<file path="config.mk">
export PLATFORM = sky130hd
export DESIGN_NAME = weekly_window_relay_scheduler_flat
export DESIGN_NICKNAME = d
export VERILOG_FILES = /design/src/wwrs_pkg.sv /design/src/wwrs_tick_if.sv /design/src/wwrs_relay_if.sv /design/src/weekly_window_relay_scheduler.sv /design/src/wwrs_cfg_regs.sv /design/src/wwrs_window_match.sv /design/src/flat_wrapper.sv
export SDC_FILE = /design/constraint.sdc
export NUM_CORES = 1
export LEC_CHECK = 0
export BUFFER_PORTS_ARGS = -buffer_cell sky130_fd_sc_hd__buf_4
export CAP_MARGIN = 20
export CORE_AREA = 2 2 174 176
export DETAILED_ROUTE_END_ITERATION = 10
export DIE_AREA = 0 0 176 178
export MAX_ROUTING_LAYER = met4
export RECOVER_POWER = 50
export REMOVE_ABC_BUFFERS = 1
export SYNTH_ARGS = -nofsm -noshare
export SYNTH_HDL_FRONTEND = slang
export SYNTH_SLANG_ARGS = --single-unit
</file>
<file path="constraint.sdc">
create_clock -name clk_i -period 3.5 [get_ports clk_i]
set_input_delay 0.875 -clock clk_i [delete_from_list [all_inputs] [get_ports clk_i]]
set_output_delay 0.875 -clock clk_i [all_outputs]
set_load 0.02 [all_outputs]
</file>
<file path="src/wwrs_pkg.sv">
// Package for the weekly window relay scheduler.
// Holds field widths, register codes, override modes and the window type.
// No dependencies.
`default_nettype none

package wwrs_pkg;

  localparam int unsigned DayW     = 3;
  localparam int unsigned MinuteW  = 11;
  localparam int unsigned ModeW    = 2;
  localparam int unsigned DaysW    = 7;
  localparam int unsigned CfgDataW = 29;

  localparam logic [MinuteW-1:0] MinutesPerDay = 11'd1440;
  localparam logic [DayW-1:0]    LastDay       = 3'd6;
  localparam logic [DayW-1:0]    FirstDay      = 3'd0;

  // Register index of the override mode; windows follow at 1, 2, ...
  localparam int unsigned CfgIdxMode = 0;

  typedef enum logic [ModeW-1:0] {
    MODE_SCHEDULE  = 2'd0,
    MODE_FORCE_ON  = 2'd1,
    MODE_FORCE_OFF = 2'd2
  } mode_e;

  typedef struct packed {
    logic [MinuteW-1:0] off_minute;
    logic [MinuteW-1:0] on_minute;
    logic [DaysW-1:0]   day_mask;
  } window_t;

endpackage

`default_nettype wire

</file>
<file path="src/wwrs_tick_if.sv">
// Tick channel: one word per clock tick, day, minute and clock-valid flag.
// Depends on wwrs_pkg.
`default_nettype none

interface wwrs_tick_if import wwrs_pkg::*; ();

  logic               valid;
  logic               ready;
  logic [DayW-1:0]    day_of_week;
  logic [MinuteW-1:0] minute_of_day;
  logic               clock_valid;

  modport source (
    output valid, day_of_week, minute_of_day, clock_valid,
    input  ready
  );

  modport sink (
    input  valid, day_of_week, minute_of_day, clock_valid,
    output ready
  );

endinterface

`default_nettype wire

</file>
<file path="src/wwrs_relay_if.sv">
// Relay channel: one word per tick, relay drive and changed flag.
// Depends on wwrs_pkg.
`default_nettype none

interface wwrs_relay_if import wwrs_pkg::*; ();

  logic valid;
  logic ready;
  logic relay_on;
  logic relay_changed;

  modport source (
    output valid, relay_on, relay_changed,
    input  ready
  );

  modport sink (
    input  valid, relay_on, relay_changed,
    output ready
  );

endinterface

`default_nettype wire

</file>
<file path="src/weekly_window_relay_scheduler.sv">
// Weekly window relay scheduler, top level.
// An accepted tick goes into the input register; the result register then holds its relay word.
// Throughput: one tick per cycle while the relay channel is ready; an empty input
// register can still take a tick while the result register waits on the relay channel.
// Reset: relay off, override mode schedule, all windows cleared.
// Depends on wwrs_pkg, wwrs_tick_if, wwrs_relay_if, wwrs_cfg_regs, wwrs_window_match.
`default_nettype none

module weekly_window_relay_scheduler import wwrs_pkg::*; #(
  parameter int unsigned NUM_WINDOWS = 4,
  parameter int unsigned CfgIdxW     = $clog2(NUM_WINDOWS + 1)
) (
  input  wire logic                clk_i,
  input  wire logic                rst_ni,
  wwrs_tick_if.sink                tick,
  wwrs_relay_if.source             relay,
  input  wire logic                cfg_we_i,
  input  wire logic [CfgIdxW-1:0]  cfg_idx_i,
  input  wire logic [CfgDataW-1:0] cfg_wdata_i
);

  logic [ModeW-1:0]   mode;
  window_t            win [NUM_WINDOWS];
  logic [NUM_WINDOWS-1:0] active;

  logic               in_valid_q;
  logic [DayW-1:0]    day_q;
  logic [MinuteW-1:0] minute_q;
  logic               clk_ok_q;

  logic               out_valid_q;
  logic               relay_q;
  logic               changed_q;

  logic               advance;
  logic               tick_take;
  logic               clock_good;
  logic               relay_d;

  wwrs_cfg_regs #(
    .NUM_WINDOWS (NUM_WINDOWS),
    .CfgIdxW     (CfgIdxW)
  ) u_cfg (
    .clk_i       (clk_i),
    .rst_ni      (rst_ni),
    .cfg_we_i    (cfg_we_i),
    .cfg_idx_i   (cfg_idx_i),
    .cfg_wdata_i (cfg_wdata_i),
    .mode_o      (mode),
    .win_o       (win)
  );

  for (genvar k = 0; k < NUM_WINDOWS; k++) begin : g_match
    wwrs_window_match u_match (
      .win_i    (win[k]),
      .day_i    (day_q),
      .minute_i (minute_q),
      .active_o (active[k])
    );
  end

  assign advance    = !out_valid_q || relay.ready;
  assign tick.ready = !in_valid_q || advance;
  assign tick_take  = tick.valid && tick.ready;

  // hold the tick word
  always_ff @(posedge clk_i or negedge rst_ni) begin
    if (!rst_ni) begin
      in_valid_q <= 1'b0;
    end else if (tick_take) begin
      in_valid_q <= 1'b1;
    end else if (advance) begin
      in_valid_q <= 1'b0;
    end
  end

  always_ff @(posedge clk_i) begin
    if (tick_take) begin
      day_q    <= tick.day_of_week;
      minute_q <= tick.minute_of_day;
      clk_ok_q <= tick.clock_valid;
    end
  end

  assign clock_good = clk_ok_q && (day_q <= LastDay) && (minute_q < MinutesPerDay);

  always_comb begin
    case (mode)
      MODE_FORCE_ON:  relay_d = 1'b1;
      MODE_FORCE_OFF: relay_d = 1'b0;
      default:        relay_d = clock_good ? (|active) : relay_q;
    endcase
  end

  // advance the relay state and the result word together
  always_ff @(posedge clk_i or negedge rst_ni) begin
    if (!rst_ni) begin
      out_valid_q <= 1'b0;
      relay_q     <= 1'b0;
      changed_q   <= 1'b0;
    end else if (advance) begin
      out_valid_q <= in_valid_q;
      if (in_valid_q) begin
        relay_q   <= relay_d;
        changed_q <= relay_d ^ relay_q;
      end
    end
  end

  assign relay.valid         = out_valid_q;
  assign relay.relay_on      = relay_q;
  assign relay.relay_changed = changed_q;

endmodule

`default_nettype wire

</file>
<file path="src/wwrs_cfg_regs.sv">
// Configuration registers: override mode and the packed schedule windows.
// Depends on wwrs_pkg.
`default_nettype none

module wwrs_cfg_regs import wwrs_pkg::*; #(
  parameter int unsigned NUM_WINDOWS = 4,
  parameter int unsigned CfgIdxW     = 3
) (
  input  wire logic                clk_i,
  input  wire logic                rst_ni,
  input  wire logic                cfg_we_i,
  input  wire logic [CfgIdxW-1:0]  cfg_idx_i,
  input  wire logic [CfgDataW-1:0] cfg_wdata_i,
  output      logic [ModeW-1:0]    mode_o,
  output      window_t             win_o [NUM_WINDOWS]
);

  logic [ModeW-1:0] mode_q;

  always_ff @(posedge clk_i or negedge rst_ni) begin
    if (!rst_ni) begin
      mode_q <= ModeW'(MODE_SCHEDULE);
    end else if (cfg_we_i && (cfg_idx_i == CfgIdxW'(CfgIdxMode))) begin
      mode_q <= cfg_wdata_i[ModeW-1:0];
    end
  end

  assign mode_o = mode_q;

  for (genvar k = 0; k < NUM_WINDOWS; k++) begin : g_win
    window_t win_q;

    always_ff @(posedge clk_i or negedge rst_ni) begin
      if (!rst_ni) begin
        win_q <= '0;
      end else if (cfg_we_i && (cfg_idx_i == CfgIdxW'(CfgIdxMode + k + 1))) begin
        win_q <= window_t'(cfg_wdata_i);
      end
    end

    assign win_o[k] = win_q;
  end

endmodule

`default_nettype wire

</file>
<file path="src/wwrs_window_match.sv">
// One schedule window: same-day and overnight match against day and minute.
// Depends on wwrs_pkg.
`default_nettype none

module wwrs_window_match import wwrs_pkg::*; (
  input  wire window_t            win_i,
  input  wire logic [DayW-1:0]    day_i,
  input  wire logic [MinuteW-1:0] minute_i,
  output      logic               active_o
);

  logic [DayW-1:0] prev_day;
  logic [7:0]      mask_ext;
  logic            today;
  logic            yesterday;
  logic            win_ok;
  logic            after_on;
  logic            before_off;

  assign prev_day   = (day_i == FirstDay) ? LastDay : day_i - DayW'(1);
  assign mask_ext   = {1'b0, win_i.day_mask};
  assign today      = mask_ext[day_i];
  assign yesterday  = mask_ext[prev_day];
  assign win_ok     = (win_i.on_minute < MinutesPerDay) &&
                      (win_i.off_minute < MinutesPerDay) &&
                      (win_i.on_minute != win_i.off_minute);
  assign after_on   = (minute_i >= win_i.on_minute);
  assign before_off = (minute_i < win_i.off_minute);

  always_comb begin
    if (!win_ok) begin
      active_o = 1'b0;
    end else if (win_i.on_minute < win_i.off_minute) begin
      active_o = today && after_on && before_off;
    end else begin
      active_o = (today && after_on) || (yesterday && before_off);
    end
  end

endmodule

`default_nettype wire
</file>
<file path="src/flat_wrapper.sv">
// flat-port wrapper written by rule: the top's interface ports become plain ports
module weekly_window_relay_scheduler_flat import wwrs_pkg::*;
#(
  parameter int unsigned NUM_WINDOWS = 4,
  parameter int unsigned CfgIdxW     = $clog2(NUM_WINDOWS + 1)
)
  (clk_i, rst_ni, cfg_we_i, cfg_idx_i, cfg_wdata_i, tick_valid, tick_day_of_week, tick_minute_of_day, tick_clock_valid, tick_ready, relay_valid, relay_relay_on, relay_relay_changed, relay_ready);
  wwrs_tick_if tick_i ();
  wwrs_relay_if relay_i ();
  input  wire logic clk_i;
  input  wire logic rst_ni;
  input  wire logic cfg_we_i;
  input  wire logic [CfgIdxW-1:0] cfg_idx_i;
  input  wire logic [CfgDataW-1:0] cfg_wdata_i;
  input wire logic [$bits(tick_i.valid)-1:0] tick_valid;
  input wire logic [$bits(tick_i.day_of_week)-1:0] tick_day_of_week;
  input wire logic [$bits(tick_i.minute_of_day)-1:0] tick_minute_of_day;
  input wire logic [$bits(tick_i.clock_valid)-1:0] tick_clock_valid;
  output wire logic [$bits(tick_i.ready)-1:0] tick_ready;
  output wire logic [$bits(relay_i.valid)-1:0] relay_valid;
  output wire logic [$bits(relay_i.relay_on)-1:0] relay_relay_on;
  output wire logic [$bits(relay_i.relay_changed)-1:0] relay_relay_changed;
  input wire logic [$bits(relay_i.ready)-1:0] relay_ready;
  assign tick_i.valid = tick_valid;
  assign tick_i.day_of_week = tick_day_of_week;
  assign tick_i.minute_of_day = tick_minute_of_day;
  assign tick_i.clock_valid = tick_clock_valid;
  assign tick_ready = tick_i.ready;
  assign relay_valid = relay_i.valid;
  assign relay_relay_on = relay_i.relay_on;
  assign relay_relay_changed = relay_i.relay_changed;
  assign relay_i.ready = relay_ready;
  weekly_window_relay_scheduler #(.NUM_WINDOWS(NUM_WINDOWS), .CfgIdxW(CfgIdxW)) u_core (.clk_i(clk_i), .rst_ni(rst_ni), .tick(tick_i), .relay(relay_i), .cfg_we_i(cfg_we_i), .cfg_idx_i(cfg_idx_i), .cfg_wdata_i(cfg_wdata_i));
endmodule
</file>
======== Word level (Yosys, flattened, before mapping) ========
Index checks and enable logic that the tools add are counted.
cells by class
  eq/ne operators ......................... 10
  muxes and demuxes ....................... 29
  $lt $le $gt $ge ......................... 24
  bitwise gates (word level) .............. 1
  reduce and logical (&&, ||, !) cells .... 41
  add/sub/neg operators ................... 1
operators with widths
  cell                    number
  $lt A11 B11 Y1 const B  9
  $lt A11 B11 Y1          8
  $ge A11 B11 Y1          4
  $ne A11 B11 Y1          4
  $logic_and A1 B1 Y1     28
  $bmux W1 S3             8
  $mux W1                 19
  $lt A3 B4 Y1 const B    2
  $eq A3 B2 Y1 const B    2
  $logic_not A3 Y1        2
  $logic_or A1 B1 Y1      6
  $reduce_or A4 Y1        1
  $eq A3 B1 Y1 const B    1
  $eq A3 B3 Y1 const B    1
  $le A3 B3 Y1 const B    1
  $mux W3                 1
  $sub A3 B1 Y3 const B   1
  $eq A2 B1 Y1 const B    1
  $eq A2 B2 Y1 const B    1
  $logic_not A1 Y1        2
  $pmux W1 S2             1
  $reduce_and A2 Y1       1
  $reduce_bool A2 Y1      1
  $xor A1 B1 Y1           1
word-level totals
  flip-flop bits (word level) ............. 137

======== Longest topological paths before layout ========
  depth in word-level cells ............... 12
  mapped depth ............................ 13
  gate-level depth less buffers ........... 11

======== Cells and area by module ========
A second synthesis with hierarchy kept.
unflattened totals
  cell total of the unflattened synthesis .. 800
  area total of the unflattened synthesis .. 9151.3 um^2
by module, submodules not included
  module                         instances  sequential area each (um^2)  cells an instance  area an instance (um^2)
  wwrs_cfg_regs                  1          2952.8                       253                4553.1
  wwrs_window_match              4          0.0                          126                969.7
  weekly_window_relay_scheduler  1          550.5                        43                 719.4

======== Worst setup path after synthesis ========
No wires, ideal clock.
  path kind ............................... register to register
  start ................................... reg u_core.day_q[0]
  end ..................................... reg u_core.relay_q, in the netlist u_core.relay.relay_on
  cell stages (with the launch flop) ...... 11
  setup slack ............................. 0.822 ns
  data required time ...................... 3.379 ns
  period minus slack after synthesis ...... 2.678 ns
  path buffers ............................ 1
  data arrival time ....................... 2.557 ns
  setup time .............................. 0.121 ns
  cell sequence ........................... edfxtp_1 buf_6 inv_1 ha_1 a21oi_4 mux4_1 nor2_1 a211oi_1 a2111oi_2 nand4_1 a22o_2
on the way
  cells in the longest elaborated chain, start to end .. 11
RTL lines
  item                                                      RTL line                              source
  start, declared                                           weekly_window_relay_scheduler.sv:27   logic [DayW-1:0] day_q;
  start signal, assigned                                    weekly_window_relay_scheduler.sv:79   day_q <= tick.day_of_week;
  $sub A3 B1 Y3 / $logic_not A3 Y1 (equally long branches)  wwrs_window_match.sv:20               assign prev_day = (day_i == FirstDay) ? LastDay : day_i - DayW'(1);
  $mux W3                                                   wwrs_window_match.sv:20
  $bmux W1 S3                                               wwrs_window_match.sv:23               assign yesterday = mask_ext[prev_day];
  $mux W1 (not written as such)                             wwrs_window_match.sv:23
  $logic_and A1 B1 Y1                                       wwrs_window_match.sv:36               active_o = (today && after_on) || (yesterday && before_off);
  $logic_or A1 B1 Y1                                        wwrs_window_match.sv:36
  $mux W1                                                   wwrs_window_match.sv:33               end else if (win_i.on_minute < win_i.off_minute) begin
  $mux W1                                                   wwrs_window_match.sv:31               if (!win_ok) begin
  $reduce_or A4 Y1                                          weekly_window_relay_scheduler.sv:91   default: relay_d = clock_good ? (|active) : relay_q;
  $mux W1 *                                                 weekly_window_relay_scheduler.sv:91
  $pmux W1 S2 *                                             weekly_window_relay_scheduler.sv:88   case (mode)
  end signal, assigned                                      weekly_window_relay_scheduler.sv:104  relay_q <= relay_d;
  end, declared                                             weekly_window_relay_scheduler.sv:32   logic relay_q;
Mark *: on every way between the ends. The rest lies on a longest branch, timed or not. The select of a mux whose other input is x is not followed.
A chain may end at the register's enable or synchronous reset.

======== Worst setup path after layout ========
  start ................................... reg u_core.day_q[1]
  end ..................................... reg u_core.relay_q, in the netlist u_core.relay.relay_on
Same word-level chain as after synthesis.

==> flow_summary.json <==
{
  "worstMarginPinSlew_ns": 1.92,
  "critPathBufInv": 1,
  "drive_gt1_share_pct": 19.1,
  "ys.flop_type": "dfrtp_1",
  "clk_pin_slew_ns": 0.07,
  "dp_hpwl_mm": 18.6,
  "io_pins": 56,
  "finalNonFillerCells": 1319,
  "synth-edff-count": 15,
  "drt-initial-drc-count": 350,
  "ctsHoldBuffers": 0,
  "crit_path_end_kind": "flip-flop",
  "port_buffers": 55,
  "cts.sinks": 137,
  "placedCellCount": 1287,
  "drv_slew": 35,
  "rsz0062_at_grt": "false",
  "cp_slowest_cell": "mux4_2",
  "row_count": 63,
  "cts_tree": "done",
  "grt_pass1_wl_mm": 37.9,
  "drc": 0,
  "synth_cell_types": 62,
  "cp_max_fo": 11,
  "drtAntennaViolNets": 0,
  "drv_cap": 1,
  "cts_made_buffers": 17,
  "synth-seq-area-share_pct": 40.0,
  "clockRootBuffer": "clkbuf_16",
  "dieArea_um2": 31300,
  "final_cell_mix": "ha_1 (131), dfrtp_1 (122), inv_1 (88)",
  "synth_area_per_cell_um2": 10.3,
  "power_density_nw_per_um2": 570,
  "diodes": 0,
  "overflow": 0,
  "dr.pass1.iters": 4,
  "hold_viol": 0,
  "design_area_um2": 10200,
  "clockBufferDepth": 2,
  "status": "finished with violations",
  "cts_resized": 0,
  "routabilityCongestion": 0.887,
  "cp-start-kind": "flip-flop",
  "grt_pass1_vias": 6876,
  "hold_path_class": "reg -> reg",
  "routed_wl_mm": 23.6,
  "core_area_um2": 29400,
  "crit_path_cell_trace": "inv_1 -> ha_1 -> nor3_2 -> a21oi_2 -> mux4_2 -> nor2_1 -> a2111oi_0 -> o31ai_1 -> nand4_1 -> a22o_2",
  "num-fill-cells": 2970,
  "final_common_cell": "ha_1",
  "wl_per_cell_um": 17.9,
  "fin_crit_sh_pct": 89.8,
  "worstPathArrival_ns": 3.47,
  "die_w_um": 176,
  "avgViaCountPerCell": 5.02,
  "slew_headroom_pct": -27.7,
  "htreeDepth": 4,
  "antenna_found_initial": 0,
  "postSynthCellCount": 850,
  "ys_seq_elements": 137,
  "postPlaceCellArea_um2": 9690,
  "cpPeakStageDelay_ns": 0.58,
  "synthToLayoutAreaGrowth_pct": 16.8,
  "setup_viol": 0,
  "grt_use_total_pct": 16.4,
  "synth_area_um2": 8760,
  "grt_max_degree": 59,
  "p_leak_nw": 4.63,
  "ys_warn_count": 0,
  "cpLargestDelayFamily": "compound AO/OA/AOI/OAI gates",
  "dr_total_vias": 6623,
  "nNetsFinal": 1099,
  "violations": "max-capacitance violations, max-slew violations",
  "worstPathRequired_ns": 3.82,
  "finClkSkew_ns": 0.00829,
  "layout_min_cycle_time_ns": 3.14,
  "clock_latency_ns": 0.43,
  "die_h_um": 178,
  "max_freq_mhz": 318,
  "synthArstFlopShare_pct": 89.1,
  "start_util_pct": 29.8,
  "ir_drop_mv": 0.254,
  "postCtsSetupRepairBufs": 0,
  "critical_path_class": "reg -> reg"
}
-- registers in the layout (all words and copies together), names as in the netlist --
register                    cells
u_core.u_cfg.mode_o             2
u_core.in_valid_q               1
u_core.u_cfg.win_o            116
u_core.day_q                    3
u_core.minute_q                11
u_core.relay.relay_changed      1
u_core.relay.valid              1
u_core.clk_ok_q                 1
u_core.relay.relay_on           1
-- layout make-up --
type | instances | area (um^2) | share of cell area, %
Clock buffer | 17 | 425 | 4.16
Clock inverter | 15 | 158 | 1.54
Inverter | 89 | 342 | 3.34
Multi-Input combinational cell | 601 | 4810 | 47.1
Sequential cell | 137 | 3500 | 34.3
Tap cell | 390 | 488 | 4.77
Timing Repair Buffer | 70 | 497 | 4.86
-- worst min-delay path: cells and delay by family, from the launching register on --
family	cells	cell delay [ns]
AND/OR/NAND/NOR	1	0.05
flip-flops	1	0.36
AO/OA/AOI/OAI	1	0.06
-- final timing paths --
kind                                                           to  cells past startpoint                                    from  slack (ns)
setup / recovery                u_core.relay.relay_on$_DFFE_PN0P_                     10               u_core.day_q[1]$_DFFE_PP_        0.36
max in group asynchronous      u_core.u_cfg.win_o[41]$_DFFE_PN0P_                      2                                  rst_ni        0.68
min in group asynchronous           u_core.in_valid_q$_DFFE_PN0P_                      1                                  rst_ni        0.97
setup reg to reg                u_core.relay.relay_on$_DFFE_PN0P_                     10               u_core.day_q[1]$_DFFE_PP_        0.36
hold reg to reg            u_core.relay.relay_changed$_DFFE_PN0P_                      2  u_core.relay.relay_changed$_DFFE_PN0P_        0.50
hold / removal             u_core.relay.relay_changed$_DFFE_PN0P_                      2  u_core.relay.relay_changed$_DFFE_PN0P_        0.50
-- routing by layer --
layer  global-route usage, %  routed length [um]
met3                    3.28                 930
met4                    4.99                 469
met1                    21.1               11200
met5                       -                   0
met2                    26.2               11000
-- kinds of logic after synthesis --
logic type	Yosys count	share of synthesized area, %
simple gates	188	10.4
flops	137	40.0
compound gates	210	15.4
mux	72	10.3
buf+inv	112	5.26
fa+ha+maj	131	18.7
-- synthesized netlist by cell type, types with 2 or more instances --
cell       number  share of area [%]
a221oi_1        4               0.40
and2_0          2               0.14
o2bb2ai_1       2               0.20
dfrtp_1       122                 35
and4_1          3               0.30
inv_1          88                3.8
ha_1          131                 19
o2111ai_1       7               0.70
buf_6           3               0.39
a2111oi_2       2               0.34
nand2b_1       10               0.71
mux4_1          3               0.90
mux2_2         59                7.6
buf_1           2              0.086
nor2_1         30                1.3
a21boi_0        2               0.17
a211oi_1       11               0.94
nand2_1        79                3.4
mux4_2          4                1.0
nor2b_1         2               0.14
nor3_1         10               0.57
nand3_1        15               0.86
nor3b_1         5               0.43
a31oi_1         4               0.29
a21o_1         15                1.3
nor4_1          2               0.14
a21oi_1        43                2.5
and2_1          3               0.21
and3_1          5               0.36
nand4_1        12               0.86
o21ai_0        83                4.7
o211ai_1        9               0.77
o21a_1          9               0.77
edfxtp_1       15                5.1
mux2i_1         4               0.46
clkbuf_1       17               0.73
a2111oi_0       5               0.50
nand3b_1        4               0.34
-- report_power, final --
group	internal (mW)	switching, mW	leakage [nW]
combinational	0.830	1.02	2.74
sequential	1.93	0.255	1.62
clock	1.01	0.800	0.275
total	3.76	2.07	4.63
-- through the flow --
| step | power [mW] | hold WS [ns] | TNS (ns) | util (%) | setup slack (ns) |
|---|---|---|---|---|---|
| after floorplan | 3.42 | 0.480 | -7.78 | - | -0.392 |
| after global placement | 4.01 | 0.491 | 0 | 32.9 | 0.501 |
| after detailed placement | 4.06 | 0.485 | 0 | 32.9 | 0.360 |
| after CTS | 5.89 | 0.405 | 0 | 34.9 | 0.368 |
| after global routing | 6.27 | 0.522 | 0 | 34.8 | 0.100 |
| final | 5.83 | 0.504 | 0 | 34.8 | 0.356 |
Note: power is estimated with default switching activity, not from simulation.
